==> config.mk <==
export PLATFORM = sky130hd
export DESIGN_NAME = stopwatch_slot_pool
export DESIGN_NICKNAME = d
export VERILOG_FILES = /design/src/rtl/swsp_pkg.sv /design/src/rtl/swsp_ram.sv /design/src/rtl/swsp_slots.sv /design/src/rtl/stopwatch_slot_pool.sv
export SDC_FILE = /design/constraint.sdc
export NUM_CORES = 1
export LEC_CHECK = 0
export ABC_CLOCK_PERIOD_IN_PS = 7300
export BUFFER_PORTS_ARGS = -buffer_cell sky130_fd_sc_hd__buf_2
export CORE_MARGIN = 5
export CORE_UTILIZATION = 62
export CTS_CLUSTER_SIZE = 25
export DETAILED_ROUTE_END_ITERATION = 10
export PLACE_DENSITY = 0.82
export RECOVER_POWER = 50
export SYNTH_ARGS = -nofsm -noshare
export SYNTH_HDL_FRONTEND = slang
export SYNTH_SLANG_ARGS = --single-unit
==> constraint.sdc <==
create_clock -name clk -period 7.3 [get_ports clk]
set_clock_uncertainty 0.2 [all_clocks]
set_input_delay 1.46 -clock clk [delete_from_list [all_inputs] [get_ports clk]]
set_output_delay 1.46 -clock clk [all_outputs]
set_load 0.03 [all_outputs]
==> src/rtl/swsp_pkg.sv <==
package swsp_pkg;

    localparam int REQ_W            = 3;
    localparam int ID_W             = 4;
    localparam int MS_W             = 32;
    localparam int ID_SPACE         = 16;
    localparam int DEF_NUM_SLOTS    = 16;
    localparam int DEF_NUM_RESERVED = 4;

    typedef enum logic [REQ_W-1:0] {
        REQ_TICK    = 3'd0,
        REQ_RESTART = 3'd1,
        REQ_QUERY   = 3'd2,
        REQ_ALLOC   = 3'd3,
        REQ_RELEASE = 3'd4
    } req_t;

    typedef struct packed {
        logic            en;
        req_t            req;
        logic [ID_W-1:0] id;
    } slot_cmd_t;

    typedef struct packed {
        logic            used;
        logic            alloc_ok;
        logic [ID_W-1:0] alloc_id;
        logic            rel_ok;
    } slot_stat_t;

endpackage

==> src/rtl/swsp_ram.sv <==
module swsp_ram #(
    parameter int WIDTH = 32,
    parameter int DEPTH = 16
) (
    input  logic                     clk,
    input  logic                     we,
    input  logic [$clog2(DEPTH)-1:0] waddr,
    input  logic [WIDTH-1:0]         wdata,
    input  logic                     re,
    input  logic [$clog2(DEPTH)-1:0] raddr,
    output logic [WIDTH-1:0]         rdata
);

    logic [WIDTH-1:0] mem [DEPTH];
    logic [WIDTH-1:0] rdata_reg;

    always_ff @(posedge clk)
    begin
        if (we)
        begin
            mem[waddr] <= wdata;
        end
        if (re)
        begin
            rdata_reg <= mem[raddr];
        end
    end

    assign rdata = rdata_reg;

endmodule

==> src/rtl/swsp_slots.sv <==
module swsp_slots #(
    parameter int NUM_SLOTS    = swsp_pkg::DEF_NUM_SLOTS,
    parameter int NUM_RESERVED = swsp_pkg::DEF_NUM_RESERVED
) (
    input  logic                   clk,
    input  logic                   rst_n,
    input  swsp_pkg::slot_cmd_t    cmd,
    output swsp_pkg::slot_stat_t   stat
);

    import swsp_pkg::*;

    localparam int SLOT_W = $clog2(NUM_SLOTS);
    localparam int SCAN_N = (NUM_SLOTS < ID_SPACE) ? NUM_SLOTS : ID_SPACE;

    logic [NUM_SLOTS-1:0] in_use_reg;
    logic [NUM_SLOTS-1:0] in_use_next;
    logic [NUM_SLOTS-1:0] reserved_mask;
    logic [SLOT_W-1:0]    idx;
    logic                 in_range;
    logic                 is_rsvd;
    logic                 alloc_ok;
    logic [ID_W-1:0]      alloc_id;

    always_comb
    begin
        for (int i = 0; i < NUM_SLOTS; i++)
        begin
            reserved_mask[i] = (i < NUM_RESERVED);
        end
    end

    assign idx      = SLOT_W'(cmd.id);
    assign in_range = 32'(cmd.id) < 32'(NUM_SLOTS);
    assign is_rsvd  = 32'(cmd.id) < 32'(NUM_RESERVED);

    // lowest free non-reserved slot within the id space
    always_comb
    begin
        alloc_ok = 1'b0;
        alloc_id = '0;
        for (int i = SCAN_N - 1; i >= 0; i--)
        begin
            if (i >= NUM_RESERVED && !in_use_reg[i])
            begin
                alloc_ok = 1'b1;
                alloc_id = ID_W'(i);
            end
        end
    end

    always_comb
    begin
        stat.used     = in_range && in_use_reg[idx];
        stat.alloc_ok = alloc_ok;
        stat.alloc_id = alloc_id;
        stat.rel_ok   = in_range && !is_rsvd;
    end

    always_comb
    begin
        in_use_next = in_use_reg;
        if (cmd.en)
        begin
            case (cmd.req)
                REQ_ALLOC:
                begin
                    if (alloc_ok)
                    begin
                        in_use_next[SLOT_W'(alloc_id)] = 1'b1;
                    end
                end
                REQ_RELEASE:
                begin
                    if (stat.rel_ok)
                    begin
                        in_use_next[idx] = 1'b0;
                    end
                end
                default:
                begin
                    in_use_next = in_use_reg;
                end
            endcase
        end
    end

    always_ff @(posedge clk or negedge rst_n)
    begin
        if (!rst_n)
        begin
            in_use_reg <= reserved_mask;
        end
        else
        begin
            in_use_reg <= in_use_next;
        end
    end

endmodule

==> src/rtl/stopwatch_slot_pool.sv <==
// Pool of stopwatch slots on a shared 32-bit millisecond counter. One request is taken
// every clock cycle while the output does not stall; its result passes the input register
// and then the result register, and uses the registered read of the start-stamp memory that is
// issued when the request is accepted. Tick advances the counter, restart stamps a used
// slot, query returns counter minus stamp, allocate grants the lowest free non-reserved
// slot below 16, release frees a non-reserved slot. No clearing pass after reset.
module stopwatch_slot_pool #(
    parameter int NUM_SLOTS    = swsp_pkg::DEF_NUM_SLOTS,
    parameter int NUM_RESERVED = swsp_pkg::DEF_NUM_RESERVED
) (
    input  logic        clk,
    input  logic        rst_n,
    input  logic        s_axis_tvalid,
    output logic        s_axis_tready,
    input  logic [7:0]  s_axis_tdata,   // timer_id[3:0], zero pad
    input  logic [2:0]  s_axis_tuser,   // req_type[2:0]
    output logic        m_axis_tvalid,
    input  logic        m_axis_tready,
    output logic [39:0] m_axis_tdata,   // alloc_id[3:0], elapsed_ms[35:4], zero pad
    output logic        m_axis_tuser    // ok[0]
);

    import swsp_pkg::*;

    localparam int SLOT_W = $clog2(NUM_SLOTS);

    logic                 s1_valid_reg;
    req_t                 s1_req_reg;
    logic [ID_W-1:0]      s1_id_reg;
    logic                 out_valid_reg;
    logic                 out_ok_reg;
    logic                 out_ok_next;
    logic [ID_W-1:0]      out_alloc_reg;
    logic [ID_W-1:0]      out_alloc_next;
    logic [MS_W-1:0]      out_elapsed_reg;
    logic [MS_W-1:0]      out_elapsed_next;
    logic [MS_W-1:0]      now_ms_reg;
    logic [MS_W-1:0]      now_ms_next;
    logic [NUM_SLOTS-1:0] stamp_valid_reg;
    logic [NUM_SLOTS-1:0] stamp_valid_next;
    logic                 fwd_reg;
    logic [MS_W-1:0]      fwd_data_reg;

    logic                 advance;
    logic                 proc;
    logic                 accept;
    logic [SLOT_W-1:0]    s1_idx;
    logic [SLOT_W-1:0]    rd_addr;
    logic                 ram_we;
    logic [MS_W-1:0]      ram_q;
    logic [MS_W-1:0]      stamp_rd;
    logic [MS_W-1:0]      stamp_cur;
    slot_cmd_t            cmd;
    slot_stat_t           stat;

    assign advance       = !out_valid_reg || m_axis_tready;
    assign proc          = s1_valid_reg && advance;
    assign s_axis_tready = !s1_valid_reg || advance;
    assign accept        = s_axis_tvalid && s_axis_tready;
    assign s1_idx        = SLOT_W'(s1_id_reg);
    assign rd_addr       = SLOT_W'(s_axis_tdata[ID_W-1:0]);

    assign cmd.en  = proc;
    assign cmd.req = s1_req_reg;
    assign cmd.id  = s1_id_reg;

    swsp_slots #(
        .NUM_SLOTS    (NUM_SLOTS),
        .NUM_RESERVED (NUM_RESERVED)
    ) u_slots (
        .clk   (clk),
        .rst_n (rst_n),
        .cmd   (cmd),
        .stat  (stat)
    );

    assign ram_we = proc && (s1_req_reg == REQ_RESTART) && stat.used;

    swsp_ram #(
        .WIDTH (MS_W),
        .DEPTH (NUM_SLOTS)
    ) u_stamp_ram (
        .clk   (clk),
        .we    (ram_we),
        .waddr (s1_idx),
        .wdata (now_ms_reg),
        .re    (accept),
        .raddr (rd_addr),
        .rdata (ram_q)
    );

    // stamp written on the same edge as the read shows up via the bypass
    assign stamp_rd  = fwd_reg ? fwd_data_reg : ram_q;
    assign stamp_cur = stamp_valid_reg[s1_idx] ? stamp_rd : '0;

    always_comb
    begin
        out_ok_next      = 1'b0;
        out_alloc_next   = '0;
        out_elapsed_next = '0;
        now_ms_next      = now_ms_reg;
        stamp_valid_next = stamp_valid_reg;
        case (s1_req_reg)
            REQ_TICK:
            begin
                out_ok_next = 1'b1;
                now_ms_next = now_ms_reg + 1'b1;
            end
            REQ_RESTART:
            begin
                out_ok_next = stat.used;
                if (stat.used)
                begin
                    stamp_valid_next[s1_idx] = 1'b1;
                end
            end
            REQ_QUERY:
            begin
                out_ok_next = stat.used;
                if (stat.used)
                begin
                    out_elapsed_next = now_ms_reg - stamp_cur;
                end
            end
            REQ_ALLOC:
            begin
                out_ok_next = stat.alloc_ok;
                if (stat.alloc_ok)
                begin
                    out_alloc_next = stat.alloc_id;
                end
            end
            REQ_RELEASE:
            begin
                out_ok_next = stat.rel_ok;
            end
            default:
            begin
                out_ok_next = 1'b0;
            end
        endcase
    end

    always_ff @(posedge clk or negedge rst_n)
    begin
        if (!rst_n)
        begin
            s1_valid_reg    <= 1'b0;
            out_valid_reg   <= 1'b0;
            now_ms_reg      <= '0;
            stamp_valid_reg <= '0;
            fwd_reg         <= 1'b0;
        end
        else
        begin
            if (s_axis_tready)
            begin
                s1_valid_reg <= s_axis_tvalid;
            end
            if (advance)
            begin
                out_valid_reg <= s1_valid_reg;
            end
            if (proc)
            begin
                now_ms_reg      <= now_ms_next;
                stamp_valid_reg <= stamp_valid_next;
            end
            if (accept)
            begin
                fwd_reg <= ram_we && (s1_idx == rd_addr);
            end
        end
    end

    always_ff @(posedge clk)
    begin
        if (accept)
        begin
            s1_req_reg   <= req_t'(s_axis_tuser[REQ_W-1:0]);
            s1_id_reg    <= s_axis_tdata[ID_W-1:0];
            fwd_data_reg <= now_ms_reg;
        end
        if (proc)
        begin
            out_ok_reg      <= out_ok_next;
            out_alloc_reg   <= out_alloc_next;
            out_elapsed_reg <= out_elapsed_next;
        end
    end

    assign m_axis_tvalid = out_valid_reg;
    assign m_axis_tdata  = {4'b0000, out_elapsed_reg, out_alloc_reg};
    assign m_axis_tuser  = out_ok_reg;

endmodule

* After elaboration in Yosys (flattened, before gate mapping) *
Memories as Yosys holds them, arrays and structs flattened. A register that Yosys moved wholly into a read port is not among the register bits.
Cells that the tools add are included.

operators by class
  equal/unequal tests = 7
  bitwise operators = 4
  mux-type cells = 40
  reduce and logical (&&, ||, !) cells = 20
  $lt $le $gt $ge = 5
  add/sub/neg operators = 2

operator list
  cell                                                                          count
  32-bit two-way mux                                                            2
  4-bit two-way mux                                                             12
  32-bit by 1-bit adder with 32-bit output, second input constant               1
  16-bit two-way mux                                                            2
  16-bit OR                                                                     2
  16-bit one-hot mux with 2 select lines                                        1
  32-bit subtractor                                                             1
  1-bit two-way mux                                                             18
  16-bit AND                                                                    1
  16-bit inverter                                                               1
  4-bit by 5-bit less-than comparator with 1-bit output, second input constant  2
  1-bit binary-select mux with 4-bit select                                     2
  1-bit demux with 4-bit select                                                 2
  4-bit by 1-bit >= comparator with 1-bit output, second input constant         2
  1-bit logical AND                                                             7
  3-bit by 2-bit equality test with 1-bit output, second input constant         2
  2-bit AND reduction                                                           3
  4-bit equality test                                                           1
  4-bit by 3-bit less-than comparator with 1-bit output, second input constant  1
  1-bit one-hot mux with 4 select lines                                         1
  4-bit AND reduction                                                           1
  3-bit by 1-bit equality test with 1-bit output, second input constant         1
  3-bit equality test, second input constant                                    1
  1-bit zero test                                                               3
  other kinds (7)                                                               8

word-level totals
  memories kept = 1
  register bits after elaboration = 143
  output and inout port bits = 43
  input port bits = 15
  memory bits (writable) = 512

memory list
  name             depth  width  rd ports  clocked after memory_dff  wr ports  line            source
  u_stamp_ram.mem  16     32     1         1                         1         swsp_ram.sv:14  logic [WIDTH-1:0] mem [DEPTH];

* Logic depth before layout (Yosys ltp) *
  depth after elaboration = 19
  mapped depth = 15
  depth with buffers taken out = 13

* Hierarchy *
From an unflattened synthesis, not the netlist that was laid out.

second synthesis, totals
  cells, all modules = 1605
  area, all modules = 28347.2 um^2

modules (own cells, without submodules)
  module               area an instance (um^2)  cells each  times used  seq. area each (um^2)
  swsp_ram             20174.3                  838         1           16335.7
  stopwatch_slot_pool  7211.9                   669         1           3558.4
  swsp_slots           960.9                    98          1           405.4

* Worst setup path after synthesis *
OpenSTA, ideal clock, no wires.

  path kind = input to register
  start = input m_axis_tready
  end = memory u_stamp_ram.mem[11][0], enable pin
  buffers on the path = 0
  data required time = 6.584 ns
  arrival time = 5.431 ns
  cell stages on the path = 5
  path slack = 1.154 ns
  library setup time = 0.516 ns
  cells stage by stage = nand2b_1 > nand2_1 > nor2_1 > nand3b_4 > nor4b_1

on the way
  longest elaborated chain between the ends = 6

RTL lines
  item                                     line                       source
  from (decl)                              stopwatch_slot_pool.sv:18  input logic m_axis_tready,
  1-bit logical OR                         stopwatch_slot_pool.sv:56  assign advance = !out_valid_reg || m_axis_tready;
  1-bit logical AND                        stopwatch_slot_pool.sv:57  assign proc = s1_valid_reg && advance;
  1-bit logical AND (2 in series)          stopwatch_slot_pool.sv:77  assign ram_we = proc && (s1_req_reg == REQ_RESTART) && stat.used;
  1-bit two-way mux                        swsp_ram.sv:19             if (we)
  1-bit two-way mux (implied by the code)  swsp_ram.sv:21             mem[waddr] <= wdata;
  to (decl)                                swsp_ram.sv:14

Every way passes these cells.

==> qor.yml <==
status: "finished with violations"
violations: "capacitance limit, slew limit"
synth_warnings: 0
drv_slew: 225
max_stage_delay_ns: 2.34
endpoint_kind: "flip-flop"
synth_edf_count: 620
diodes: 0
synthFlopType: "edfxtp_1"
min_path_cells: 0
worstHoldStart: "u_slots.in_use_reg[3]"
hpwlAfterDp_mm: 32.5
worst_pin_slew_ns: 3.79
nets: 1630
required_ns: 7.41
largest-register: "u_stamp_ram.mem"
ys_ff_latch: 687
setup_ws_ns: 1.82
die_area_mm2: 0.0498
maxSlewHeadroom_pct: -152
seq_area_frac_synth_pct: 72.0
tns_ns: 0
dieHeight_um: 223
netlist_instances: 1507
cts_hold_buffers: 0
syn_avg_cell_area_um2: 18.7
crit_slowest_cell: "clkbuf_1"
syn2layout_area_growth_pct: 10.8
crit_start: "s_axis_tdata[1]"
grt_pass1_vias: 14900
reg2reg_depth: 13
async_flop_share_pct: 9.75
r2r_slack_ns: 2.19
antenna_found_initial: 0
final_core_util_pct: 69.1
synthTopCellsByCount: "620 x edfxtp_1, 163 x mux4_2, 65 x nor2_1"
hold_path.class: "reg2reg"
start_util_pct: 62.4
drt_pre_antenna_iters: 6
die_w_um: 223
drtAntennaViolNets: 0
critical-path-top-delay-family: "buffers and inverters"
overflow: 0
cts_max_level: 3
max_cap_violations: 5
avgViaCountPerCell: 6.57
drtIter0Drc: 1770
fin_crit_sh_pct: 75.1
synth_area_leader_cell: "edfxtp_1"
grt_pass1_wl_mm: 94.4
cts_buffer_depth: 3
path_common_cell: "mux4_2"
path_buf_inv: 2
drt-total-wl_mm: 62.1
yosysMostFrequentCell: "edfxtp_1"
cts_resized: 0
synth.distinct_cells: 62
irDropWorstVdd_mv: 0.189
post_drt_wl_per_cell_um: 27.8
grt_start_max_net_pins: 68
place_ws_ns: 2.28
drc_errors: 0
row_count: 78
crit_chain: "clkbuf_1 > buf_4 > mux4_2 > mux4_2"
synth_top_area_share_pct: 66.1
p_leak_nw: 9.61
critPathMaxFanout: 51
reg2reg_to: "out_elapsed_reg[30]"
power.density_mw_per_mm2: 266
drive_gt1_share_pct: 24.5
crit_arrival_ns: 5.59
clockRootBuffer: "clkbuf_16"
synth_area_mm2: 0.0282
largest_reg_flops: 512
fmax_ghz: 0.182
num_vias: 14700
clkSinkCount: 687
rsz0062_at_grt: "false"
post_cts_buffers: 0
setup_viol: 0
clk_latency_ns: 0.60
port_buffers: 49
fin_crit_ns: 5.48
gp_congestion: 0.884
min_to: "u_slots.in_use_reg[3]"
numCtsBuffers: 66
hold_violations: 0
pin_count: 58
path_class: "in2reg"
cts_tree: "yes"
track_usage_pct: 25.5
holdWs_ns: 0.165
core_area_mm2: 0.0452
path_clk_slew_ns: 0.06
r2r-start: "s1_id_reg[0]"
final.fill_count: 2646
start_kind: "input port"
ys_top_cells_by_area: "edfxtp_1 66%, mux4_2 13%, dfrtp_1 5.6%, ha_1 1.4%, mux2i_1 1.3%"
## placed cells by master (no fill, tap or decap), types with 5 or more instances in the layout
cell,netlist,routed
nand3b_1,5,5
mux2i_1,38,38
nor2b_1,7,7
clkinv_1,0,13
clkbuf_1,40,16
a21oi_1,40,40
clkbuf_16,0,67
and3_1,12,12
o31ai_1,5,5
inv_1,16,15
buf_4,5,20
o21ai_0,48,48
xnor2_1,43,43
or2_2,49,49
mux4_2,163,163
nor2_1,65,55
xor2_1,16,16
buf_2,6,46
a21o_1,7,7
a31oi_1,5,5
nand2_1,59,59
nor2_4,0,10
dfrtp_1,63,62
nand2b_1,16,16
mux4_1,5,5
nand3_1,25,25
and4_1,5,5
nand4_1,10,10
ha_1,32,32
edfxtp_1,620,620
clkinv_2,0,11
nor3_1,15,14
o21a_1,8,8
## logic make-up (layout without fill, tap and decap cells)
group | after synthesis | count (layout) | share of synthesized area, %
xor+xnor | 59 | 59 | 1.83
fa+ha+maj | 33 | 33 | 1.49
buf+inv | 85 | 206 | 1.26
flops | 687 | 687 | 72.0
compound gates | 139 | 139 | 2.96
other cells | 1 | 4 | 0.0133
mux | 208 | 208 | 14.9
simple gates | 295 | 295 | 5.50
## cell type report
type / instances / area [um2] / share of cell area [%]
clock inverter: 37 / 293 / 0.937
inverter: 16 / 61.3 / 0.196
tap: 600 / 751 / 2.40
sequential: 687 / 20300 / 65.0
timing repair buffer: 73 / 433 / 1.39
clock buffer: 80 / 1750 / 5.59
multi-input combinational: 738 / 7650 / 24.5
## metrics by stage
step	total power, mW	std cells	area [um2]
final	8.31	2231	31200
after floorplan	4.96	1510	28200
after global routing	8.60	2231	31200
after detailed placement	5.13	2114	29200
after CTS	8.35	2231	31300
after global placement	5.11	2114	29200
## layer usage
layer	share of wire [%]	global-route usage (%)	wire [um]
met1	38	35.6	23700
met2	51	42.4	31500
met3	8.6	4.28	5340
met4	2.5	7.55	1560
met5	0	0	0
## power by group
group	internal (mW)	total [mW]	switching, mW
logic	0.231	0.583	0.352
clock network	1.82	3.25	1.43
registers	4.37	4.48	0.105
total	6.42	8.31	1.89
## worst reg2reg max path: stages (launching register included)
cell and delay, ns:
edfxtp_1 0.94, mux4_1 0.65, mux2i_1 0.15, mux2_2 0.57
nor2_1 0.13, ha_1 0.24, fa_1 0.42, nor2b_1 0.21
o31a_1 0.22, a41o_1 0.32, a211o_1 0.27, a31oi_1 0.19
o21ai_0 0.24, mux2i_1 0.21
## worst max-delay path by stage
stage / slack (ns) / end / depth (start not counted)
floorplan: 1.15 / u_stamp_ram.mem[11][0] / 5
global route: 1.57 / fwd_reg / 1
global placement: 2.39 / out_elapsed_reg[30] / 13
detailed placement: 2.28 / out_elapsed_reg[30] / 13
finish: 1.82 / u_stamp_ram.rdata[26] / 4
CTS: 2.24 / out_elapsed_reg[30] / 13
No activity file was read; power rests on OpenSTA's default activity.
